[config.mk]
export PLATFORM = sky130hd
export DESIGN_NAME = window_stack_hit_test_unit
export DESIGN_NICKNAME = d
export VERILOG_FILES = /design/src/hw/rtl/wsht_pkg.sv /design/src/hw/rtl/wsht_ram.sv /design/src/hw/rtl/window_stack_hit_test_unit.sv
export SDC_FILE = /design/constraint.sdc
export NUM_CORES = 1
export LEC_CHECK = 0
export BUFFER_PORTS_ARGS = -buffer_cell sky130_fd_sc_hd__buf_4
export CAP_MARGIN = 20
export CORE_MARGIN = 2
export CORE_UTILIZATION = 58
export CTS_CLUSTER_DIAMETER = 120
export CTS_CLUSTER_SIZE = 16
export DETAILED_ROUTE_END_ITERATION = 7
export PLACE_DENSITY = 0.75
export SYNTH_ARGS = -nofsm -noshare
export SYNTH_HDL_FRONTEND = slang
export SYNTH_SLANG_ARGS = --single-unit
export TNS_END_PERCENT = 1
[constraint.sdc]
create_clock -name clk -period 7.3 [get_ports clk]
set_clock_uncertainty 0.15 [all_clocks]
set_input_delay 0.365 -clock clk [delete_from_list [all_inputs] [get_ports clk]]
set_output_delay 0.365 -clock clk [all_outputs]
set_load 0.01 [all_outputs]
[src/hw/rtl/wsht_pkg.sv]
`default_nettype none

package wsht_pkg;

  // Field widths fixed by the command format
  localparam int SLOT_BITS   = 4;
  localparam int COUNT_BITS  = 5;
  localparam int NUMBER_BITS = 5;

  localparam logic [COUNT_BITS-1:0] COUNT_RESET = COUNT_BITS'(1);

  // Command codes
  localparam logic CMD_LOAD  = 1'b0;
  localparam logic CMD_CLICK = 1'b1;

  // Sequencer states
  typedef enum logic [1:0] {
    ST_IDLE,
    ST_WALK,
    ST_SHIFT,
    ST_PLACE
  } wsht_state_t;

endpackage

`default_nettype wire

[src/hw/rtl/wsht_ram.sv]
`default_nettype none

module wsht_ram #(
  parameter int WIDTH = 8,
  parameter int DEPTH = 16
) (
  input  wire logic                                      clk,
  input  wire logic                                      we,
  input  wire logic [((DEPTH > 1) ? $clog2(DEPTH) : 1)-1:0] waddr,
  input  wire logic [WIDTH-1:0]                          wdata,
  input  wire logic [((DEPTH > 1) ? $clog2(DEPTH) : 1)-1:0] raddr,
  output logic      [WIDTH-1:0]                          rdata
);

  logic [WIDTH-1:0] mem [DEPTH];

  // Write port
  always_ff @(posedge clk) begin
    if (we) begin
      mem[waddr] <= wdata;
    end
  end

  // Registered read port
  always_ff @(posedge clk) begin
    rdata <= mem[raddr];
  end

endmodule

`default_nettype wire

[src/hw/rtl/window_stack_hit_test_unit.sv]
`default_nettype none

// Window stack hit tester. A load (cmd low) writes one slot's rectangle and
// restores the initial stacking, higher slot on top; it leaves busy low and
// gives no result. A click (cmd high) tests the point against the windows
// from the top down and raises the first window that contains it to the top.
// Its result is shown for one cycle on done, hit and window_number once the
// walk reaches the hit window, or passes the bottom window on a miss, and in
// the cycle after the click is taken when no window is in use. The receiver
// cannot stall: results must be taken when done is high. After a hit on any
// window but the top one the block stays busy after the result is shown while
// the stacking order is rewritten. The walk issues one window a cycle through
// the order memory and the rectangle memory, each with a registered read; the
// reorder moves one entry a cycle over the single write port of the order
// memory. Writes of window_count are taken while busy is low and also restore
// the initial stacking.
module window_stack_hit_test_unit #(
  parameter int MAX_WINDOWS = 16,
  parameter int COORD_BITS  = 12
) (
  input  wire logic                              clk,
  input  wire logic                              rst,
  input  wire logic                              start,
  output logic                                   busy,
  input  wire logic                              cmd,
  input  wire logic [wsht_pkg::SLOT_BITS-1:0]    slot,
  input  wire logic [COORD_BITS-1:0]             left_x,
  input  wire logic [COORD_BITS-1:0]             bottom_y,
  input  wire logic [COORD_BITS-1:0]             right_x,
  input  wire logic [COORD_BITS-1:0]             top_y,
  input  wire logic [COORD_BITS-1:0]             point_x,
  input  wire logic [COORD_BITS-1:0]             point_y,
  output logic                                   done,
  output logic                                   hit,
  output logic      [wsht_pkg::NUMBER_BITS-1:0]  window_number,
  input  wire logic                              cfg_valid,
  output logic                                   cfg_ready,
  input  wire logic [wsht_pkg::COUNT_BITS-1:0]   cfg_data
);

  import wsht_pkg::*;

  localparam int SLOT_W = (MAX_WINDOWS > 1) ? $clog2(MAX_WINDOWS) : 1;
  localparam int CNT_W  = $clog2(MAX_WINDOWS + 1);
  localparam int RECT_W = 4 * COORD_BITS;

  wsht_state_t state, state_next;

  logic [COUNT_BITS-1:0]  window_count;
  logic [CNT_W-1:0]       n_sat;
  logic [CNT_W-1:0]       n_reg;
  logic [SLOT_W-1:0]      top_pos;
  logic [COORD_BITS-1:0]  px, py;

  // Order list: entry k holds the slot at rank k+1; an invalid entry holds k
  logic [MAX_WINDOWS-1:0] ord_vld;
  logic                   ord_we;
  logic [SLOT_W-1:0]      ord_waddr, ord_wdata, ord_raddr, ord_rdata;

  logic                   rect_we;
  logic [SLOT_W-1:0]      rect_waddr;
  logic [RECT_W-1:0]      rect_wdata, rect_rdata;

  // Walk pipeline
  logic                   issue_on;
  logic [SLOT_W-1:0]      ic;
  logic                   s1_v, s1_ovld;
  logic [SLOT_W-1:0]      s1_pos, s1_slot;
  logic                   s2_v;
  logic [SLOT_W-1:0]      s2_pos, s2_slot;
  logic                   hit_now;

  // Reorder
  logic [SLOT_W-1:0]      hit_pos, hit_slot;
  logic                   rd_on;
  logic [SLOT_W-1:0]      rc;
  logic                   w_v, w_ovld;
  logic [SLOT_W-1:0]      w_src;

  logic                   accept, cfg_write, slot_ok;
  logic [COORD_BITS-1:0]  r_left, r_bottom, r_right, r_top;

  assign accept    = start && !busy;
  assign cfg_write = cfg_valid && cfg_ready;
  assign slot_ok   = int'(slot) < MAX_WINDOWS;
  assign n_sat     = (int'(window_count) > MAX_WINDOWS) ? CNT_W'(MAX_WINDOWS)
                                                        : CNT_W'(window_count);
  assign top_pos   = SLOT_W'(n_reg - CNT_W'(1));

  // Resolve the slot from the order memory, falling back to the initial order
  assign s1_slot = s1_ovld ? ord_rdata : s1_pos;

  // Containment test, all edges inclusive
  assign {r_left, r_bottom, r_right, r_top} = rect_rdata;
  assign hit_now = (r_left <= px) && (px <= r_right) &&
                   (r_bottom <= py) && (py <= r_top);

  // Next state
  always_comb begin
    state_next = state;
    unique case (state)
      ST_IDLE: begin
        if (accept && cmd == CMD_CLICK && n_sat != '0) begin
          state_next = ST_WALK;
        end
      end
      ST_WALK: begin
        if (s2_v) begin
          if (hit_now) begin
            state_next = (s2_pos == top_pos) ? ST_IDLE : ST_SHIFT;
          end else if (s2_pos == '0) begin
            state_next = ST_IDLE;
          end
        end
      end
      ST_SHIFT: begin
        if (!rd_on && w_v) begin
          state_next = ST_PLACE;
        end
      end
      ST_PLACE: state_next = ST_IDLE;
      default:  state_next = ST_IDLE;
    endcase
  end

  // Memory controls and handshake outputs
  always_comb begin
    busy       = state != ST_IDLE;
    cfg_ready  = state == ST_IDLE;
    rect_we    = accept && cmd == CMD_LOAD && slot_ok;
    rect_waddr = SLOT_W'(slot);
    rect_wdata = {left_x, bottom_y, right_x, top_y};
    ord_raddr  = ic;
    ord_we     = 1'b0;
    ord_waddr  = w_src - SLOT_W'(1);
    ord_wdata  = w_ovld ? ord_rdata : w_src;
    unique case (state)
      ST_IDLE, ST_WALK: begin
      end
      ST_SHIFT: begin
        ord_raddr = rc;
        ord_we    = w_v;
      end
      ST_PLACE: begin
        ord_we    = 1'b1;
        ord_waddr = top_pos;
        ord_wdata = hit_slot;
      end
      default: begin
      end
    endcase
  end

  wsht_ram #(.WIDTH(SLOT_W), .DEPTH(MAX_WINDOWS)) u_order_ram (
    .clk   (clk),
    .we    (ord_we),
    .waddr (ord_waddr),
    .wdata (ord_wdata),
    .raddr (ord_raddr),
    .rdata (ord_rdata)
  );

  wsht_ram #(.WIDTH(RECT_W), .DEPTH(MAX_WINDOWS)) u_rect_ram (
    .clk   (clk),
    .we    (rect_we),
    .waddr (rect_waddr),
    .wdata (rect_wdata),
    .raddr (s1_slot),
    .rdata (rect_rdata)
  );

  // Control state
  always_ff @(posedge clk) begin
    if (rst) begin
      state        <= ST_IDLE;
      window_count <= COUNT_RESET;
      ord_vld      <= '0;
      done         <= 1'b0;
      issue_on     <= 1'b0;
      s1_v         <= 1'b0;
      s2_v         <= 1'b0;
      rd_on        <= 1'b0;
      w_v          <= 1'b0;
    end else begin
      state <= state_next;
      done  <= 1'b0;

      // Mark written order entries
      if (ord_we) begin
        ord_vld[ord_waddr] <= 1'b1;
      end

      unique case (state)
        ST_IDLE: begin
          s1_v <= 1'b0;
          s2_v <= 1'b0;
          w_v  <= 1'b0;
          if (cfg_write) begin
            window_count <= cfg_data;
            ord_vld      <= '0;
          end
          if (accept && cmd == CMD_LOAD && slot_ok) begin
            ord_vld <= '0;
          end
          if (accept && cmd == CMD_CLICK) begin
            if (n_sat == '0) begin
              done <= 1'b1;
            end else begin
              issue_on <= 1'b1;
            end
          end
        end
        ST_WALK: begin
          // Advance the walk one window a cycle
          s1_v <= issue_on;
          s2_v <= s1_v;
          if (issue_on && ic == '0) begin
            issue_on <= 1'b0;
          end
          if (s2_v && (hit_now || s2_pos == '0)) begin
            done     <= 1'b1;
            issue_on <= 1'b0;
            rd_on    <= 1'b1;
          end
        end
        ST_SHIFT: begin
          // Move entries above the hit down by one
          w_v <= rd_on;
          if (rd_on && rc == top_pos) begin
            rd_on <= 1'b0;
          end
        end
        ST_PLACE: begin
          w_v <= 1'b0;
        end
        default: begin
        end
      endcase
    end
  end

  // Payload
  always_ff @(posedge clk) begin
    unique case (state)
      ST_IDLE: begin
        n_reg         <= n_sat;
        px            <= point_x;
        py            <= point_y;
        ic            <= SLOT_W'(n_sat - CNT_W'(1));
        hit           <= 1'b0;
        window_number <= '0;
      end
      ST_WALK: begin
        s1_pos  <= ic;
        s1_ovld <= ord_vld[ic];
        if (issue_on && ic != '0) begin
          ic <= ic - SLOT_W'(1);
        end
        s2_pos  <= s1_pos;
        s2_slot <= s1_slot;
        if (s2_v && (hit_now || s2_pos == '0)) begin
          hit           <= hit_now;
          window_number <= hit_now ? NUMBER_BITS'(int'(s2_slot) + 1) : '0;
          hit_pos       <= s2_pos;
          hit_slot      <= s2_slot;
          rc            <= s2_pos + SLOT_W'(1);
        end
      end
      ST_SHIFT: begin
        w_src  <= rc;
        w_ovld <= ord_vld[rc];
        if (rd_on && rc != top_pos) begin
          rc <= rc + SLOT_W'(1);
        end
      end
      ST_PLACE: begin
      end
      default: begin
      end
    endcase
  end

  // A load never produces a result
  a_load_silent: assert property (@(posedge clk) disable iff (rst)
    (start && !busy) |=> (!done || $past(cmd) == CMD_CLICK))
    else $error("result after a load");

  // The bottom window ends the walk either way
  a_walk_ends: assert property (@(posedge clk) disable iff (rst)
    (state == ST_WALK && s2_v && s2_pos == '0) |=> state != ST_WALK)
    else $error("walk ran past the bottom window");

  // Reorder reads stay above the hit and within the windows in use
  a_shift_range: assert property (@(posedge clk) disable iff (rst)
    (state == ST_SHIFT && rd_on) |-> (rc <= top_pos && rc > hit_pos))
    else $error("reorder cursor out of range");

  // The hit window is placed only after the last moved entry is written
  a_place_order: assert property (@(posedge clk) disable iff (rst)
    state == ST_PLACE |-> ($past(state) == ST_SHIFT && $past(w_v)))
    else $error("top entry placed before reorder finished");

endmodule

`default_nettype wire

==> run_results.csv <==
group,metric,value,unit
route,dr_total_vias,24565,
synth,syn_inst,2945,
route,drcViolationCount,0,
synth,yosysUniqueCellTypes,53,
floorplanning,core,66800,µm²
cts,worstSkewPairLatency,0.63,ns
synth,mappedNetlistNets,3089,
worst_setup_path,max_stage_delay,0.85,ns
floorplanning,die_h,263,µm
timing,holdWs,0.0568,ns
layout,utilization,0.651,
placement,place.gp.congestion,0.812,
worst_setup_path,rr_startpoint,"s1_ovld",
grt,overflow,0,
route,drtIter0Drc,2902,
timing,setup_tns,0,ns
grt,grt_usage,0.271,
cts,cts_resized,0,
pwr,leakage,15.3,nW
layout,final_cells,3989,
layout,filler_cell_count,4709,
synth,yosys_warnings,0,
worst_setup_path,arrival,4.57,ns
timing,slew_headroom,0.238,
grt,grt_pass1_wl,142000,µm
worst_setup_path,start_kind,"flop",
worst_setup_path,worst-setup-path-type,"flop to flop",
synth,netlist_area,39000,µm²
timing,rsz0062_at_grt,"no",
synth,synthArstFlopShare,0,
worst_setup_path,r2r_cells,9,
grt,gr-usage-met2,0.456,
layout,largest_register_ffs,768,
synth,ys_seq_area_frac,0.732,
synth,avgSynthCellArea,13.2,µm²
synth,synth-edff-count,896,
worst_setup_path,cp.required,7.70,ns
worst_setup_path,crit_fanout,135,
floorplanning,ios,95,
synth,synth_top_area_cell,"edfxtp_1",
timing,slew_violations,0,
worst_setup_path,worstPathCellList,"mux2i_4, buf_4, inv_8, buf_4, nand2_1, and3_1, a311oi_1, a311oi_1, a31oi_1",
run_status,status,"finished, final reports clean",
layout,top_register,"u_rect_ram.mem",
grt,antenna_found_initial,0,
hold_path,min_path_type,"input port to flop",
route,wl_per_cell,23.7,µm
synth,synth.area.top_cells,"edfxtp_1 (69%), nand2_1 (7.8%), nand3_1 (5.2%), dfxtp_1 (4.2%), a311oi_1 (2.2%)",
placement,placed_area,40500,µm²
synth,synth_seq_cells,977,
pwr,power.total,14.4,mW
cts,clockBufferDepth,3,
synth,synthFlopType,"edfxtp_1",
timing,max_freq,0.240,GHz
cts,path_clk_slew,0.07,ns
layout,diodes,0,
route,firstDrtPassIters,6,
hold_path,min_path_cells,3,
timing,tightest_slew,1.14,ns
hold_path,worstHoldStart,"cfg_valid",
floorplanning,rows,95,
floorplanning,dieArea,69300,µm²
timing,finalCriticalPeriod,4.17,ns
layout,mostFrequentLayoutCells,"edfxtp_1 (896), nand2_1 (809), nand3_1 (402)",
placement,dp_hpwl,49500,µm
floorplanning,initial_core_util,0.583,
hold_path,hold_end,"window_count[0]",
layout,stdcell_area,43500,µm²
cts,cts-root-buf,"clkbuf_16",
timing,period_share,0.571,
grt,met1_usage,0.358,
synth,synth_top_cell_area_share,0.691,
layout,nNetsFinal,3214,
worst_setup_path,rrSetupSlack,3.13,ns
floorplanning,die_w,263,µm
route,antenna_left,0,
worst_setup_path,critPathCaptureType,"flop",
grt,grt-busiest-layer,"met2",
grt,grt_start_max_net_pins,219,
layout,area_delta_synth_final,11.5,%
placement,post-place-cells,3776,
route,via_per_inst,6.16,
cts,cts_buffers,71,
layout,final_common_cell,"edfxtp_1",
layout,drive_gt1_frac,0.0908,
grt,met3_usage,0.0359,
worst_setup_path,worstReg2RegEnd,"u_rect_ram.rdata[28]",
cts,cts_tree,"built",
cts,htree_num_levels,3,
layout,top_regs,"u_rect_ram.mem x768, u_order_ram.mem x64, u_rect_ram.rdata x48",
cts,cts_sinks,977,
cts,ctsHoldBuffers,89,
pwr,power_density,331,nW/µm²
route,drt-total-wl,94400,µm
pwr,ir_drop,0.000303,V
timing,final-setup-viol-count,0,
grt,grt_pass1_vias,24159,
worst_setup_path,critPathSlowestCell,"buf_4",
cts,postCtsSetupRepairBufs,0,
placement,numPortBuffers,94,
run,maxCapViolCount,0,
timing,report.final.hold_viol_count,0,
timing,setup_ws,3.13,ns
placement,dpl_worst_slack,3.26,ns
==> worst max-delay path: cells and delay by family (launching register included) <==
| kind | cells | cell delay (ns) |
|---|---|---|
| multiplexers | 1 | 0.27 |
| flip-flops | 1 | 0.58 |
| AO/OA/AOI/OAI | 3 | 0.68 |
| buffers and inverters | 3 | 1.86 |
| AND/OR/NAND/NOR | 2 | 0.31 |
==> metal layers <==
metal  routed length, µm  share of wire
met2               46900           0.50
met3                7400          0.078
met5                   0              0
met4                4050          0.043
met1               36000           0.38
==> power by group <==
group	internal, mW	switching [mW]	total [mW]	leakage [nW]
logic	1.32	2.66	3.97	5.53
registers	6.49	0.262	6.75	8.80
clock network	1.87	1.81	3.68	0.975
==> final cells by class <==
type	instances	area (µm²)	share of cell area
Clock buffer	115	1980	0.0457
Clock inverter	4	57.6	0.00132
Inverter	68	269	0.00619
Multi-Input combinational cell	1728	9580	0.220
Sequential cell	977	28500	0.656
Tap cell	873	1090	0.0251
Timing Repair Buffer	224	1950	0.0450
==> worst max path at each step <==
stage | to | start | slack, ns
finish | u_rect_ram.rdata[28] | s1_ovld | 3.13
global route | u_rect_ram.rdata[28] | s1_ovld | 2.86
CTS | u_rect_ram.rdata[28] | s1_ovld | 3.17
detailed placement | u_rect_ram.rdata[28] | s1_ovld | 3.26
global placement | u_rect_ram.rdata[25] | s1_ovld | 3.48
floorplan | u_rect_ram.mem[0][0] | state[0] | 1.14
==> cells by family after synthesis <==
| family | after synthesis | synth area share |
|---|---|---|
| adder cells (fa/ha/maj) | 58 | 0.0186 |
| XOR/XNOR | 18 | 0.00405 |
| AND/OR/NAND/NOR | 1359 | 0.151 |
| multiplexers | 53 | 0.0223 |
| buffers and inverters | 240 | 0.0262 |
| flip-flops | 977 | 0.732 |
| AO/OA/AOI/OAI | 240 | 0.0455 |
==> cell usage after synthesis (all sizes together), types with 26 or more instances <==
cell type / count
a21oi: 36
nand3: 402
dfxtp: 81
a311oi: 98
nor2: 43
and3: 53
edfxtp: 896
nand2: 809
clkbuf: 75
mux4: 26
a31oi: 53
buf: 97
ha: 58
inv: 68
Note: power is estimated with default switching activity, not from simulation.
